### src/rtl/udc_pkg.sv
package udc_pkg;

    localparam logic [1:0] KIND_CHAR   = 2'd0;
    localparam logic [1:0] KIND_END    = 2'd1;
    localparam logic [1:0] KIND_REJECT = 2'd2;

    localparam int unsigned FIFO_DEPTH = 4;

    typedef struct packed {
        logic [7:0] out_byte;
        logic [1:0] kind;
        logic       last;
    } t_res;

    typedef struct packed {
        logic [1:0] count;
        t_res       res0;
        t_res       res1;
    } t_push;

    typedef struct packed {
        logic       hit;
        logic [7:0] out_byte;
    } t_map;

    function automatic t_map map_code(input logic [10:0] cp);
        t_map        m;
        logic [15:0] c;
        logic [10:0] d;
        c          = {5'd0, cp};
        d          = '0;
        m.hit      = 1'b1;
        m.out_byte = 8'h00;
        if (cp >= 11'h410 && cp <= 11'h44F) begin
            d          = cp - 11'h350;
            m.out_byte = d[7:0];
        end else if (cp >= 11'h080 && cp <= 11'h0FF) begin
            m.out_byte = cp[7:0];
        end else if (cp >= 11'h402 && cp <= 11'h403) begin
            d          = cp - 11'h382;
            m.out_byte = d[7:0];
        end else begin
            unique case (c)
                16'h201A: m.out_byte = 8'h82;
                16'h0453: m.out_byte = 8'h83;
                16'h201E: m.out_byte = 8'h84;
                16'h2026: m.out_byte = 8'h85;
                16'h2020: m.out_byte = 8'h86;
                16'h2021: m.out_byte = 8'h87;
                16'h20AC: m.out_byte = 8'h88;
                16'h2030: m.out_byte = 8'h89;
                16'h0409: m.out_byte = 8'h8A;
                16'h2039: m.out_byte = 8'h8B;
                16'h040A: m.out_byte = 8'h8C;
                16'h040C: m.out_byte = 8'h8D;
                16'h040B: m.out_byte = 8'h8E;
                16'h040F: m.out_byte = 8'h8F;
                16'h0452: m.out_byte = 8'h90;
                16'h2018: m.out_byte = 8'h91;
                16'h2019: m.out_byte = 8'h92;
                16'h201C: m.out_byte = 8'h93;
                16'h201D: m.out_byte = 8'h94;
                16'h2022: m.out_byte = 8'h95;
                16'h2013: m.out_byte = 8'h96;
                16'h2014: m.out_byte = 8'h97;
                16'h2122: m.out_byte = 8'h99;
                16'h0459: m.out_byte = 8'h9A;
                16'h203A: m.out_byte = 8'h9B;
                16'h045A: m.out_byte = 8'h9C;
                16'h045C: m.out_byte = 8'h9D;
                16'h045B: m.out_byte = 8'h9E;
                16'h045F: m.out_byte = 8'h9F;
                16'h00A0: m.out_byte = 8'hA0;
                16'h040E: m.out_byte = 8'hA1;
                16'h045E: m.out_byte = 8'hA2;
                16'h0408: m.out_byte = 8'hA3;
                16'h00A4: m.out_byte = 8'hA4;
                16'h0490: m.out_byte = 8'hA5;
                16'h00A6: m.out_byte = 8'hA6;
                16'h00A7: m.out_byte = 8'hA7;
                16'h0401: m.out_byte = 8'hA8;
                16'h00A9: m.out_byte = 8'hA9;
                16'h0404: m.out_byte = 8'hAA;
                16'h00AB: m.out_byte = 8'hAB;
                16'h00AC: m.out_byte = 8'hAC;
                16'h00AD: m.out_byte = 8'hAD;
                16'h00AE: m.out_byte = 8'hAE;
                16'h0407: m.out_byte = 8'hAF;
                16'h00B0: m.out_byte = 8'hB0;
                16'h00B1: m.out_byte = 8'hB1;
                16'h0406: m.out_byte = 8'hB2;
                16'h0456: m.out_byte = 8'hB3;
                16'h0491: m.out_byte = 8'hB4;
                16'h00B5: m.out_byte = 8'hB5;
                16'h00B6: m.out_byte = 8'hB6;
                16'h00B7: m.out_byte = 8'hB7;
                16'h0451: m.out_byte = 8'hB8;
                16'h2116: m.out_byte = 8'hB9;
                16'h0454: m.out_byte = 8'hBA;
                16'h00BB: m.out_byte = 8'hBB;
                16'h0458: m.out_byte = 8'hBC;
                16'h0405: m.out_byte = 8'hBD;
                16'h0455: m.out_byte = 8'hBE;
                16'h0457: m.out_byte = 8'hBF;
                default:  m.hit      = 1'b0;
            endcase
        end
        return m;
    endfunction

endpackage

### src/rtl/udc_decode.sv
module udc_decode (
    input  logic                i_clk,
    input  logic                i_rst_n,
    input  logic                i_valid,
    output logic                o_ready,
    input  logic [7:0]          i_in_byte,
    input  logic                i_room,
    output udc_pkg::t_push      o_push
);

    logic         r_in_valid;
    logic [7:0]   r_in_byte;
    logic [4:0]   r_lead_bits;
    logic         r_lead_pending;
    logic         r_rejected;
    logic [4:0]   n_lead_bits;
    logic         n_lead_pending;
    logic         n_rejected;
    logic         fire;
    logic         accept;
    udc_pkg::t_map m;
    udc_pkg::t_push p;

    assign fire    = r_in_valid && i_room;
    assign o_ready = !r_in_valid || fire;
    assign accept  = i_valid && o_ready;
    assign m       = udc_pkg::map_code({r_lead_bits, r_in_byte[5:0]});

    always_comb begin
        p              = '0;
        n_lead_bits    = r_lead_bits;
        n_lead_pending = r_lead_pending;
        n_rejected     = r_rejected;
        if (r_rejected) begin
            if (r_in_byte == 8'h00) begin
                n_rejected = 1'b0;
            end
        end else if (r_lead_pending) begin
            n_lead_pending = 1'b0;
            n_lead_bits    = '0;
            if (!m.hit) begin
                p.count     = 2'd1;
                p.res0.kind = udc_pkg::KIND_REJECT;
                p.res0.last = 1'b1;
                n_rejected  = (r_in_byte != 8'h00);
            end else if (r_in_byte == 8'h00) begin
                p.count         = 2'd2;
                p.res0.out_byte = m.out_byte;
                p.res0.kind     = udc_pkg::KIND_CHAR;
                p.res1.kind     = udc_pkg::KIND_END;
                p.res1.last     = 1'b1;
            end else begin
                p.count         = 2'd1;
                p.res0.out_byte = m.out_byte;
                p.res0.kind     = udc_pkg::KIND_CHAR;
                p.res0.last     = 1'b1;
            end
        end else if (r_in_byte == 8'h00) begin
            p.count     = 2'd1;
            p.res0.kind = udc_pkg::KIND_END;
            p.res0.last = 1'b1;
        end else if (!r_in_byte[7]) begin
            p.count         = 2'd1;
            p.res0.out_byte = r_in_byte;
            p.res0.kind     = udc_pkg::KIND_CHAR;
            p.res0.last     = 1'b1;
        end else if (!r_in_byte[5]) begin
            n_lead_bits    = r_in_byte[4:0];
            n_lead_pending = 1'b1;
        end else begin
            p.count     = 2'd1;
            p.res0.kind = udc_pkg::KIND_REJECT;
            p.res0.last = 1'b1;
            n_rejected  = 1'b1;
        end
    end

    always_comb begin
        o_push = p;
        if (!fire) begin
            o_push.count = 2'd0;
        end
    end

    always_ff @(posedge i_clk) begin
        if (!i_rst_n) begin
            r_in_valid     <= 1'b0;
            r_lead_bits    <= '0;
            r_lead_pending <= 1'b0;
            r_rejected     <= 1'b0;
        end else begin
            if (o_ready) begin
                r_in_valid <= i_valid;
            end
            if (fire) begin
                r_lead_bits    <= n_lead_bits;
                r_lead_pending <= n_lead_pending;
                r_rejected     <= n_rejected;
            end
        end
    end

    always_ff @(posedge i_clk) begin
        if (accept) begin
            r_in_byte <= i_in_byte;
        end
    end

endmodule

### src/rtl/udc_res_fifo.sv
module udc_res_fifo (
    input  logic           i_clk,
    input  logic           i_rst_n,
    input  udc_pkg::t_push i_push,
    output logic           o_room,
    output logic           o_valid,
    input  logic           i_ready,
    output udc_pkg::t_res  o_res
);

    localparam int unsigned AW = $clog2(udc_pkg::FIFO_DEPTH);
    localparam int unsigned CW = $clog2(udc_pkg::FIFO_DEPTH + 1);

    udc_pkg::t_res r_mem [udc_pkg::FIFO_DEPTH];
    logic [AW-1:0] r_wr;
    logic [AW-1:0] r_rd;
    logic [CW-1:0] r_cnt;
    logic [AW-1:0] wr1;
    logic          pop;

    assign o_valid = (r_cnt != '0);
    assign o_res   = r_mem[r_rd];
    assign pop     = o_valid && i_ready;
    assign o_room  = (r_cnt <= CW'(udc_pkg::FIFO_DEPTH - 2));
    assign wr1     = r_wr + AW'(1);

    always_ff @(posedge i_clk) begin
        if (!i_rst_n) begin
            r_wr  <= '0;
            r_rd  <= '0;
            r_cnt <= '0;
        end else begin
            r_wr  <= r_wr + AW'(i_push.count);
            r_cnt <= r_cnt + CW'(i_push.count) - CW'(pop);
            if (pop) begin
                r_rd <= r_rd + AW'(1);
            end
        end
    end

    always_ff @(posedge i_clk) begin
        if (i_push.count != 2'd0) begin
            r_mem[r_wr] <= i_push.res0;
        end
        if (i_push.count == 2'd2) begin
            r_mem[wr1] <= i_push.res1;
        end
    end

endmodule

### src/rtl/utf8_to_cp1251_decoder_top.sv
// channel  | handshake          | payload
// ---------+--------------------+------------------------------------
// input    | i_valid / o_ready  | i_in_byte
// output   | o_valid / i_ready  | o_out_byte, o_kind, o_last
//
// One word enters per cycle while the queue has room; it is registered, then queued.
// A lead before the terminator yields two words, which the result queue absorbs.
// Input stalls only when the four-entry result queue lacks room for two words.
// Synchronous active-low reset clears the lead, reject state and the queue.
module utf8_to_cp1251_decoder_top (
    input  logic       i_clk,
    input  logic       i_rst_n,
    input  logic       i_valid,
    output logic       o_ready,
    input  logic [7:0] i_in_byte,
    output logic       o_valid,
    input  logic       i_ready,
    output logic [7:0] o_out_byte,
    output logic [1:0] o_kind,
    output logic       o_last
);

    udc_pkg::t_push push;
    udc_pkg::t_res  res;
    logic           room;

    udc_decode u_decode (
        .i_clk     (i_clk),
        .i_rst_n   (i_rst_n),
        .i_valid   (i_valid),
        .o_ready   (o_ready),
        .i_in_byte (i_in_byte),
        .i_room    (room),
        .o_push    (push)
    );

    udc_res_fifo u_fifo (
        .i_clk   (i_clk),
        .i_rst_n (i_rst_n),
        .i_push  (push),
        .o_room  (room),
        .o_valid (o_valid),
        .i_ready (i_ready),
        .o_res   (res)
    );

    assign o_out_byte = res.out_byte;
    assign o_kind     = res.kind;
    assign o_last     = res.last;

    a_nonchar_zero: assert property (@(posedge i_clk) disable iff (!i_rst_n)
        o_valid && o_kind != udc_pkg::KIND_CHAR |-> o_out_byte == 8'h00)
        else $error("non-character word carries a byte");

    a_reject_last: assert property (@(posedge i_clk) disable iff (!i_rst_n)
        o_valid && o_kind == udc_pkg::KIND_REJECT |-> o_last)
        else $error("reject word not last");

    a_char_then_end: assert property (@(posedge i_clk) disable iff (!i_rst_n)
        o_valid && o_kind == udc_pkg::KIND_CHAR && !o_last && i_ready
        |=> o_valid && o_kind == udc_pkg::KIND_END)
        else $error("end word missing after final character");

endmodule

### config.mk
export PLATFORM = sky130hd
export DESIGN_NAME = utf8_to_cp1251_decoder_top
export DESIGN_NICKNAME = d
export VERILOG_FILES = /design/src/rtl/udc_pkg.sv /design/src/rtl/udc_decode.sv /design/src/rtl/udc_res_fifo.sv /design/src/rtl/utf8_to_cp1251_decoder_top.sv
export SDC_FILE = /design/constraint.sdc
export NUM_CORES = 1
export LEC_CHECK = 0
export BUFFER_PORTS_ARGS = -buffer_cell sky130_fd_sc_hd__buf_2
export CORE_MARGIN = 2
export CORE_UTILIZATION = 62
export CTS_CLUSTER_DIAMETER = 60
export CTS_CLUSTER_SIZE = 20
export DETAILED_ROUTE_END_ITERATION = 16
export PLACE_DENSITY = 0.81
export SYNTH_ARGS = -nofsm -noshare
export SYNTH_HDL_FRONTEND = slang
export SYNTH_SLANG_ARGS = --single-unit
### constraint.sdc
create_clock -name i_clk -period 5.6 [get_ports i_clk]
set_input_delay 0.84 -clock i_clk [delete_from_list [all_inputs] [get_ports i_clk]]
set_output_delay 0.84 -clock i_clk [all_outputs]
set_load 0.005 [all_outputs]
# Yosys cells after proc, flatten, opt, wreduce, memory -nomap -nowiden
# Memory sizes are Yosys's and may differ from the RTL's. A register that Yosys moved wholly into a read port is not among the register bits.
# Index checks and enable logic that the tools add are counted.
dict set report op_classes {
  order_cmp 7
  addsub 7
  n_reduce_logical 16
  bitwise 1
  n_mux 48
  eq_ne 46
}
# cell n
set ops {}
lappend ops {{case mux 8 bit (43 select lines)} 1}
lappend ops {{equality test 11 bit (second input constant)} 28}
lappend ops {{equality test 11 x 8 -> 1 bit (second input constant)} 15}
lappend ops {{OR reduction 43 bit} 1}
lappend ops {{2-to-1 mux 8 bit} 5}
lappend ops {{2-to-1 mux 13 bit} 2}
lappend ops {{>= comparator 11 bit (second input constant)} 2}
lappend ops {{less-or-equal comparator 11 bit (second input constant)} 2}
lappend ops {{2-to-1 mux 1 bit} 22}
lappend ops {{2-to-1 mux 3 bit} 7}
lappend ops {{2-to-1 mux 5 bit} 4}
lappend ops {{2-to-1 mux 12 bit} 1}
lappend ops {{>= comparator 11 x 8 -> 1 bit (second input constant)} 1}
lappend ops {{less-or-equal comparator 11 x 8 -> 1 bit (second input constant)} 1}
lappend ops {{2-to-1 mux 2 bit} 5}
lappend ops {{zero test 8 bit} 1}
lappend ops {{nonzero test 8 bit} 1}
lappend ops {{subtractor 8 x 7 -> 8 bit (second input constant)} 1}
lappend ops {{subtractor 8 bit (second input constant)} 1}
lappend ops {{2-to-1 mux 7 bit} 1}
lappend ops {{logical AND 1 bit} 6}
lappend ops {{AND reduction 5 bit} 1}
lappend ops {{adder 2 x 1 -> 2 bit (second input constant)} 2}
lappend ops {{nonzero test 2 bit} 2}
lappend ops {{12 further kinds} 12}
dict set report totals {
  ram_bits 44
  in_bits 12
  mem_count 1
  regBits 23
}
# name words width rd rd_ports_with_merged_regs wr line
set memory_table {}
lappend memory_table {u_fifo.r_mem 4 11 1 1 2 udc_res_fifo.sv:14} ;# udc_pkg::t_res r_mem [udc_pkg::FIFO_DEPTH];

# Depth between registers and ports, before layout
# Gate-level depths: netlist of the first run.
dict set report logic_depth {
  depth_word 13
  ltp_mapped 18
  depth_no_buf 15
}

# By module
# Synthesis of the first run repeated with hierarchy kept, for this count alone.
dict set report hier_totals {
  cells_unflattened 473
  hier_area_um2 4908.5
}
# module seq_area_each_um2 area_each_um2 cells_per_inst n_inst
set modules_own_cells {}
lappend modules_own_cells {udc_res_fifo 1501.4 2726.4 155 1}
lappend modules_own_cells {udc_decode 400.4 2182.1 318 1}

# Worst setup path after synthesis of the first run
# Ideal clock, no wire load.
dict set report synth_path {
  path_kind {reg2reg}
  start {register u_decode.r_in_byte[2]}
  end {register u_fifo.r_cnt[2]}
  setup_ps 115
  period_less_slack_ps 4145
  path_stages_with_launch 17
  arrival_time_ps 4030
  path_slack_ps 1455
  path_cell_list {edfxtp_1 > clkbuf_1 > clkbuf_1 > buf_1 > inv_1 > ha_1 > a211o_1 > a221oi_2 > or2_4 > nor4_4 > a211oi_4 > inv_1 > ha_1 > fa_1 > xor2_1 > xnor2_1 > and2_1}
}
dict set report synth_between {
  elab_chain_cells 12
  word_cells_on_any_way 66
  classes_between {add/sub (2); order compare (6); eq/ne (43); mux (10); reduce/logical (5)}
}
# element line
set synth_lines {}
lappend synth_lines {{from (decl)} udc_decode.sv:12} ;# logic [7:0] r_in_byte;
lappend synth_lines {{from (signal assigned)} udc_decode.sv:105} ;# r_in_byte <= i_in_byte;
lappend synth_lines {{equality test 11 bit or equality test 11 x 8 -> 1 bit (tied branches)} udc_pkg.sv:43} ;# unique case (c)
lappend synth_lines {{OR reduction 43 bit (no line)} n/a}
lappend synth_lines {{2-to-1 mux 1 bit} udc_pkg.sv:43}
lappend synth_lines {{2-to-1 mux 1 bit} udc_pkg.sv:39} ;# end else if (cp >= 11'h402 && cp <= 11'h403) begin
lappend synth_lines {{2-to-1 mux 1 bit} udc_pkg.sv:37} ;# end else if (cp >= 11'h080 && cp <= 11'h0FF) begin
lappend synth_lines {{2-to-1 mux 1 bit} udc_pkg.sv:34} ;# if (cp >= 11'h410 && cp <= 11'h44F) begin
lappend synth_lines {{2-to-1 mux 2 bit} udc_decode.sv:41} ;# if (!m.hit) begin
lappend synth_lines {{2-to-1 mux 13 bit (*)} udc_decode.sv:38} ;# end else if (r_lead_pending) begin
lappend synth_lines {{2-to-1 mux 13 bit (*)} udc_decode.sv:34} ;# if (r_rejected) begin
lappend synth_lines {{2-to-1 mux 2 bit (*)} udc_decode.sv:80} ;# if (!fire) begin
lappend synth_lines {{adder 3 x 2 -> 3 bit (*)} udc_res_fifo.sv:34} ;# r_cnt <= r_cnt + CW'(i_push.count) - CW'(pop);
lappend synth_lines {{subtractor 3 x 1 -> 3 bit (*)} udc_res_fifo.sv:34}
lappend synth_lines {{to (signal assigned)} udc_res_fifo.sv:34}
lappend synth_lines {{to (decl)} udc_res_fifo.sv:17} ;# logic [CW-1:0] r_cnt;
# Mark *: on every way between the ends. The rest lies on a longest branch, timed or not.
# A chain may end at the register's enable or synchronous reset.

# Final worst setup path of the first run
dict set report layout_path {
  start {register u_decode.r_in_byte[0]}
  end {register u_fifo.r_cnt[2]}
}
# The elaborated chain is that of the path after synthesis.

==> results of run 1 <==
kinds of logic after synthesis:
logic type | after synthesis | share of synthesized area [%]
compound gates | 142 | 25.67
xor+xnor | 9 | 1.779
fa+ha+maj | 13 | 3.841
simple gates | 180 | 21.60
flops | 69 | 34.79
buf+inv | 49 | 4.519
mux | 19 | 7.794
registers in the layout, summed over array words and instances (netlist names), named ones only:
| register | count |
|---|---|
| u_decode.r_lead_bits | 5 |
| u_decode.r_rejected | 1 |
| u_decode.r_in_valid | 1 |
| u_decode.r_lead_pending | 1 |
| u_fifo.r_rd | 2 |
| u_fifo.r_cnt | 3 |
| u_fifo.r_mem | 44 |
| u_fifo.r_wr | 2 |
| u_decode.r_in_byte | 8 |
synth_stat cells (7+ instances only):
cell type,n,share of area [%]
nor2_1,44,3.7
dfxtp_1,53,24
mux4_2,11,5.6
nor2b_1,16,2.3
clkbuf_1,17,1.4
nor4_1,7,0.99
inv_1,16,1.4
nor3_1,8,0.90
o2bb2ai_1,16,3.2
o21ai_0,14,1.6
and2_1,11,1.6
edfxtp_1,16,11
a22o_1,17,3.4
nand2b_1,11,1.6
a21oi_1,20,2.3
a31oi_1,9,1.3
nand2_1,37,3.1
nand3_1,12,1.4
ha_1,12,3.4
cells in the final DEF (no fill, tap or decap), types with 4 or more instances in the layout:
master	n
a211o_1	5
inv_1	16
mux4_2	11
a21oi_1	20
mux2i_1	6
nand3_1	12
nor3_1	8
a311oi_1	5
a31oi_1	9
and2_1	11
o2bb2ai_1	16
nand2b_1	11
inv_2	5
nor4_1	7
buf_2	24
a22o_1	17
nor2_1	44
nand4_1	4
clkbuf_8	10
xnor2_1	6
nor2b_1	16
o21ai_0	14
o32ai_1	4
a22oi_1	6
edfxtp_1	16
nand2_1	37
dfxtp_1	53
o211ai_1	4
ha_1	12
buf_4	4
or3_1	4
and3_1	5
or2_2	6
metal layers:
layer / global-route usage (%) / part of all wire [%]
met4: 12.81 / 3.1
met2: 50.79 / 45
met5: 0 / 0
met3: 7.183 / 10
met1: 47.51 / 42
power groups by stage:
stage / Sequential, mW / Clock [mW] / Combinational, mW
2_1_floorplan: 0.658 / 0 / 0.375
3_3_place_gp: 0.714 / 0 / 0.441
3_5_place_dp: 0.722 / 0 / 0.453
4_1_cts: 0.712 / 0.413 / 0.462
5_1_grt: 0.726 / 0.430 / 0.511
6_report: 0.714 / 0.410 / 0.462
layout make-up:
cell class,count,area [um2]
multi-input combinational,363,2689
fill,527,2092
sequential,69,1541
timing repair buffer,28,150.1
clock buffer,10,137.6
tap,96,120.1
inverter,21,78.83
clock inverter,6,60.06
how the worst max path moves through the flow:
stage | from | endpoint | slack [ps] | cells past startpoint
CTS | u_decode.r_in_byte[0] | u_fifo.r_cnt[2] | 1300 | 13
global route | u_decode.r_in_byte[3] | u_fifo.r_cnt[2] | 950 | 14
floorplan | u_decode.r_in_byte[2] | u_fifo.r_cnt[2] | 1450 | 16
finish | u_decode.r_in_byte[0] | u_fifo.r_cnt[2] | 1240 | 13
detailed placement | u_decode.r_in_byte[0] | u_fifo.r_cnt[2] | 1330 | 13
global placement | u_decode.r_in_byte[0] | u_fifo.r_cnt[2] | 1440 | 13
worst max-delay path, stage by stage, from the launching register on:
cell      delay (ps)
edfxtp_1        1010
or2_2            310
nor4_1            60
or4_1            560
a41o_1           270
nor4_4           550
a21oi_4          240
nor2_1           210
ha_1             180
inv_1             50
fa_1             370
xor2_1           160
xnor2_1          120
and2_1           150
metrics by stage:
stage / hold WS, ps / cells
3_3_place_gp: 439.5 / 577
5_1_grt: 484.0 / 593
2_1_floorplan: 427.1 / 481
3_5_place_dp: 444.2 / 577
4_1_cts: 468.1 / 593
6_report: 468.1 / 593
==> impl_metrics.py, run 1 <==
metrics = {
    "job": {
        "max_cap_violations": 0,
    },
    "floorplan": {
        "rows": 30,
        "pin_count": 25,
        "die_area_um2": 7838,
        "dieHeight_um": 88.54,
        "die_x_um": 88.54,
        "start_util_pct": 64.50,
        "core_um2": 6869,
    },
    "layout": {
        "fin_nets": 517,
        "drive_gt1_share_pct": 16.50,
        "design_area_um2": 4777,
        "utilization_pct": 69.54,
        "synthToLayoutAreaGrowth_pct": 7.823,
        "num_antenna_cells": 0,
    },
    "sta": {
        "fin_setup_tns_ps": 0,
        "max_slew_margin_pct": 21.08,
        "setup_viol": 0,
        "finalCritPeriodShare_pct": 77.88,
        "hold_viol": 0,
        "fin_crit_ps": 4361,
        "rsz0062_at_grt": "no",
        "fin_skew_ps": 10.73,
        "final.setup.worst_slack_ps": 1239,
        "maxSlewViolCount": 0,
        "tightest_slew_ps": 1175,
        "max_freq_ghz": 0.2293,
    },
    "synth": {
        "synth_top_flop_cell": "dfxtp_1",
        "yosysWarnings": 0,
        "async_reset_ff_share_pct": 0,
        "synth_area_um2": 4430,
        "synthCells": 481,
        "syn_nets": 506,
        "synth-edff-count": 16,
        "synth_seq_cells": 69,
        "avgSynthCellArea_um2": 9.211,
        "ys_types": 83,
        "yosysSeqAreaShare_pct": 34.79,
    },
    "power": {
        "power_frac_comb_pct": 29.1,
        "p_switching_uw": 519.1,
        "peakVddDrop_mv": 0.3371,
        "clockPowerShare_pct": 25.9,
        "p_leak_nw": 1.744,
        "power.internal_mw": 1.067,
        "power_density_nw_per_um2": 332.1,
        "sequentialPowerShare_pct": 45.0,
        "swShare_pct": 32.72,
        "totalPowerFinal_mw": 1.586,
    },
    "clock_network": {
        "root_buffer": "clkbuf_8",
        "cts_sinks": 69,
        "h-tree-depth": 3,
        "clockBufferDepth": 2,
        "cts_tree": "done",
        "numCtsBuffers": 9,
        "cts_hold_buf": 0,
        "clkTransAtPathRegs_ps": 80,
        "post_cts_buffers": 0,
        "clk_latency_ps": 350,
        "post_cts_resized": 0,
    },
    "critical_path": {
        "worstRegToRegCells": 13,
        "start_kind": "flop",
        "r2r_end": "u_fifo.r_cnt[2]",
        "required_ps": 5850,
        "rrSetupSlack_ps": 1240,
        "cp_max_fo": 28,
        "worstSetupEndpointType": "flop",
        "worstSetupPathType": "flop to flop",
        "r2r_start": "u_decode.r_in_byte[0]",
        "worst_ep_arrival_time_ps": 4610,
    },
    "route": {
        "first_iter_violations": 577,
        "wl_um": 12410,
        "postRouteAntennaNets": 0,
        "via_per_inst": 6.917,
        "via_count": 4102,
        "drt-wirelength-per-cell_um": 20.92,
        "route.detailed.drc": 0,
        "drt_first_pass_iters": 6,
    },
    "place": {
        "dp_hpwl_um": 8929,
        "gp_congestion": 1.032,
        "io_buffers": 24,
        "post-place-ws_ps": 1334,
        "dpl_cell_area_um2": 4579,
    },
    "min_path": {
        "hold_class": "flop to flop",
        "worstHoldEndpoint": "u_fifo.r_mem[3][10]",
        "min_from": "u_fifo.r_mem[3][10]",
        "hold_depth": 1,
    },
    "grt": {
        "track_usage_pct": 33.60,
        "grt.overflow.total": 0,
        "first_global_vias": 3885,
        "grt_pass1_wl_um": 19940,
        "antenna_found_initial": 0,
        "grt_max_degree": 29,
    },
    "run_status": {
        "status": "finished, final reports clean",
    },
}
(Power assumes the default switching activity.)
==> run 2, diff against run 1 <==
--- a/config.mk
+++ b/config.mk
@@ -5,13 +5,14 @@
 export SDC_FILE = /design/constraint.sdc
 export NUM_CORES = 1
 export LEC_CHECK = 0
+export ABC_AREA = 1
 export BUFFER_PORTS_ARGS = -buffer_cell sky130_fd_sc_hd__buf_2
 export CORE_MARGIN = 2
-export CORE_UTILIZATION = 62
+export CORE_UTILIZATION = 56
 export CTS_CLUSTER_DIAMETER = 60
 export CTS_CLUSTER_SIZE = 20
 export DETAILED_ROUTE_END_ITERATION = 16
-export PLACE_DENSITY = 0.81
+export PLACE_DENSITY = 0.77
 export SYNTH_ARGS = -nofsm -noshare
 export SYNTH_HDL_FRONTEND = slang
 export SYNTH_SLANG_ARGS = --single-unit
==> constraint.sdc (replaced) <==
create_clock -name i_clk -period 3.67 [get_ports i_clk]
set_input_delay 0.5505 -clock i_clk [delete_from_list [all_inputs] [get_ports i_clk]]
set_output_delay 0.5505 -clock i_clk [all_outputs]
set_load 0.005 [all_outputs]
==> impl_metrics.py, run 2 <==
metrics = {
    "run_status": {
        "status": "finished, final reports clean",
    },
    "floorplan": {
        "die_x_um": 97.17,
        "dieHeight_um": 97.17,
        "rows": 33,
        "core_um2": 8299,
        "pin_count": 25,
        "start_util_pct": 58.57,
        "die_area_um2": 9441,
    },
    "sta": {
        "finalCritPeriodShare_pct": 93.96,
        "fin_setup_tns_ps": 0,
        "hold_viol": 0,
        "whs_ps": 371.1,
        "rsz0062_at_grt": "no",
        "max_freq_ghz": 0.2900,
        "maxSlewViolCount": 0,
        "fin_crit_ps": 3448,
        "max_slew_margin_pct": 34.93,
        "tightest_slew_ps": 963.5,
        "final.setup.worst_slack_ps": 221.7,
        "fin_skew_ps": 14.22,
        "setup_viol": 0,
    },
    "route": {
        "via_per_inst": 5.759,
        "drt-wirelength-per-cell_um": 16.64,
        "route.detailed.drc": 0,
        "postRouteAntennaNets": 0,
        "wl_um": 14910,
        "first_iter_violations": 617,
        "drt_first_pass_iters": 5,
        "via_count": 5160,
    },
    "grt": {
        "grt_max_degree": 24,
        "grt.overflow.total": 0,
        "first_global_vias": 4888,
        "track_usage_pct": 31.99,
        "antenna_found_initial": 0,
        "grt_pass1_wl_um": 24290,
    },
    "critical_path": {
        "worst_ep_arrival_time_ps": 3690,
        "slowest_delay_ps": 370,
        "required_ps": 3910,
        "crit_path_frequent_cell": "nand2_1",
        "worst-path-buf-inv": 4,
        "path_cells": "inv_1 > ha_1 > nand3_2 > nor2_2 > buf_4 > nand2_1 > nand2_1 > nor2_1 > nand2_1 > nor2_2 > nand2_4 > nor2_8 > nor2_8 > nand2_1 > nand3_2 > nor2_1 > ha_1 > inv_1 > fa_1 > xor2_1 > inv_1 > nor2_1",
        "worstSetupEndpointType": "flop",
        "path_delay_family": "simple AND/OR/NAND/NOR gates",
        "crit_slowest_cell": "fa_1",
        "cp_max_fo": 14,
        "start_kind": "flop",
        "worstSetupPathType": "flop to flop",
    },
    "place": {
        "dpl_cell_area_um2": 5105,
        "dp_hpwl_um": 11270,
        "io_buffers": 24,
        "dp_cells": 878,
        "gp_congestion": 0.9955,
        "post-place-ws_ps": 279.3,
    },
    "synth": {
        "synth_area_um2": 4861,
        "synthCells": 757,
        "synth_top_area_share_pct": 21.83,
        "synth_most_common_cell": "nand2_1",
        "synth_area_leaders": "dfxtp_1 22%, nand2_1 19%, edfxtp_1 9.9%",
        "syn_nets": 782,
        "synth-edff-count": 16,
        "yosysWarnings": 0,
        "async_reset_ff_share_pct": 0,
        "synth_seq_cells": 69,
        "yosysSeqAreaShare_pct": 31.71,
        "ys_types": 39,
        "synth_common_cells": "242 x nand2_1, 110 x nor2_1, 65 x inv_1, 65 x nand3_1, 53 x dfxtp_1",
        "yosysTopAreaCell": "dfxtp_1",
        "avgSynthCellArea_um2": 6.421,
        "synth_top_flop_cell": "dfxtp_1",
    },
    "clock_network": {
        "cts_sinks": 69,
        "post_cts_buffers": 0,
        "clk_latency_ps": 350,
        "clockBufferDepth": 2,
        "numCtsBuffers": 9,
        "h-tree-depth": 3,
        "cts_tree": "done",
        "clkTransAtPathRegs_ps": 80,
        "cts_hold_buf": 0,
        "post_cts_resized": 0,
        "root_buffer": "clkbuf_8",
    },
    "power": {
        "power.internal_mw": 1.608,
        "totalPowerFinal_mw": 2.527,
        "peakVddDrop_mv": 0.3381,
        "clockPowerShare_pct": 27.8,
        "power_frac_comb_pct": 31.5,
        "power_density_nw_per_um2": 473.1,
        "swShare_pct": 36.36,
        "p_leak_nw": 2.879,
        "p_switching_uw": 918.7,
        "sequentialPowerShare_pct": 40.7,
    },
    "layout": {
        "largestRegisters": "u_fifo.r_mem x44, u_decode.r_in_byte x8, u_decode.r_lead_bits x5",
        "fin_nets": 811,
        "max_flop_register": "u_fifo.r_mem",
        "num_antenna_cells": 0,
        "final_cells": 896,
        "final_cell_mix": "242 x nand2_1, 110 x nor2_1, 65 x inv_1, 65 x nand3_1, 53 x dfxtp_1",
        "n_fill_cell": 755,
        "largest_register_ffs": 44,
        "design_area_um2": 5340,
        "utilization_pct": 64.34,
        "layout_commonest_cell": "nand2_1",
        "drive_gt1_share_pct": 14.66,
        "synthToLayoutAreaGrowth_pct": 9.858,
    },
    "job": {
        "max_cap_violations": 0,
    },
    "min_path": {
        "hold_class": "input pin to flop",
    },
}
run 2: changes by cell type after synthesis, sizes merged, moves of 17 or more:
cell | before | now
nand2 | 37 | 251
nor2 | 44 | 122
nand3 | 12 | 84
inv | 21 | 77
o21ai | 15 | 44
a22o | 17 | 0
run 2: layer usage:
layer	vias up	GRT usage [%]	share of wire (%)
li1	2493	-	-
met1	2336	45.59	44
met2	292	48.66	44
met3	39	5.971	9.6
met4	0	11.05	2.1
met5	-	0	0
run 2: final timing paths:
kind | to | slack [ps] | from | depth (start not counted)
max | u_fifo.r_cnt[2] | 220 | u_decode.r_in_byte[5] | 22
min | u_decode.r_in_byte[3] | 370 | i_in_byte[3] | 1
max reg2reg | u_fifo.r_cnt[2] | 220 | u_decode.r_in_byte[5] | 22
min reg2reg | u_fifo.r_mem[3][6] | 470 | u_fifo.r_mem[3][6] | 2
run 2: kinds of logic after synthesis:
| kind of cell | count (synthesis) | synth area share [%] |
|---|---|---|
| flip-flops | 69 | 31.71 |
| AO/OA/AOI/OAI | 86 | 9.473 |
| adder cells (fa/ha/maj) | 13 | 3.501 |
| AND/OR/NAND/NOR | 478 | 45.05 |
| buffers and inverters | 104 | 9.009 |
| XOR/XNOR | 7 | 1.261 |
run 2: power by group through the flow:
stage	sequential, mW	clock [mW]	combinational [mW]
floorplan	1.00	0	0.550
global placement	1.03	0	0.758
detailed placement	1.04	0	0.776
CTS	1.02	0.705	0.785
global route	1.04	0.733	0.893
finish	1.03	0.702	0.796
run 2: area by class of cell:
type	count	area (um2)	area share (%)
Timing Repair Buffer	43	262.8	4.920
Inverter	79	296.5	5.553
Tap cell	105	131.4	2.460
Sequential cell	69	1541	28.87
Multi-Input combinational cell	584	2888	54.08
Clock buffer	9	123.9	2.320
Clock inverter	7	96.34	1.804
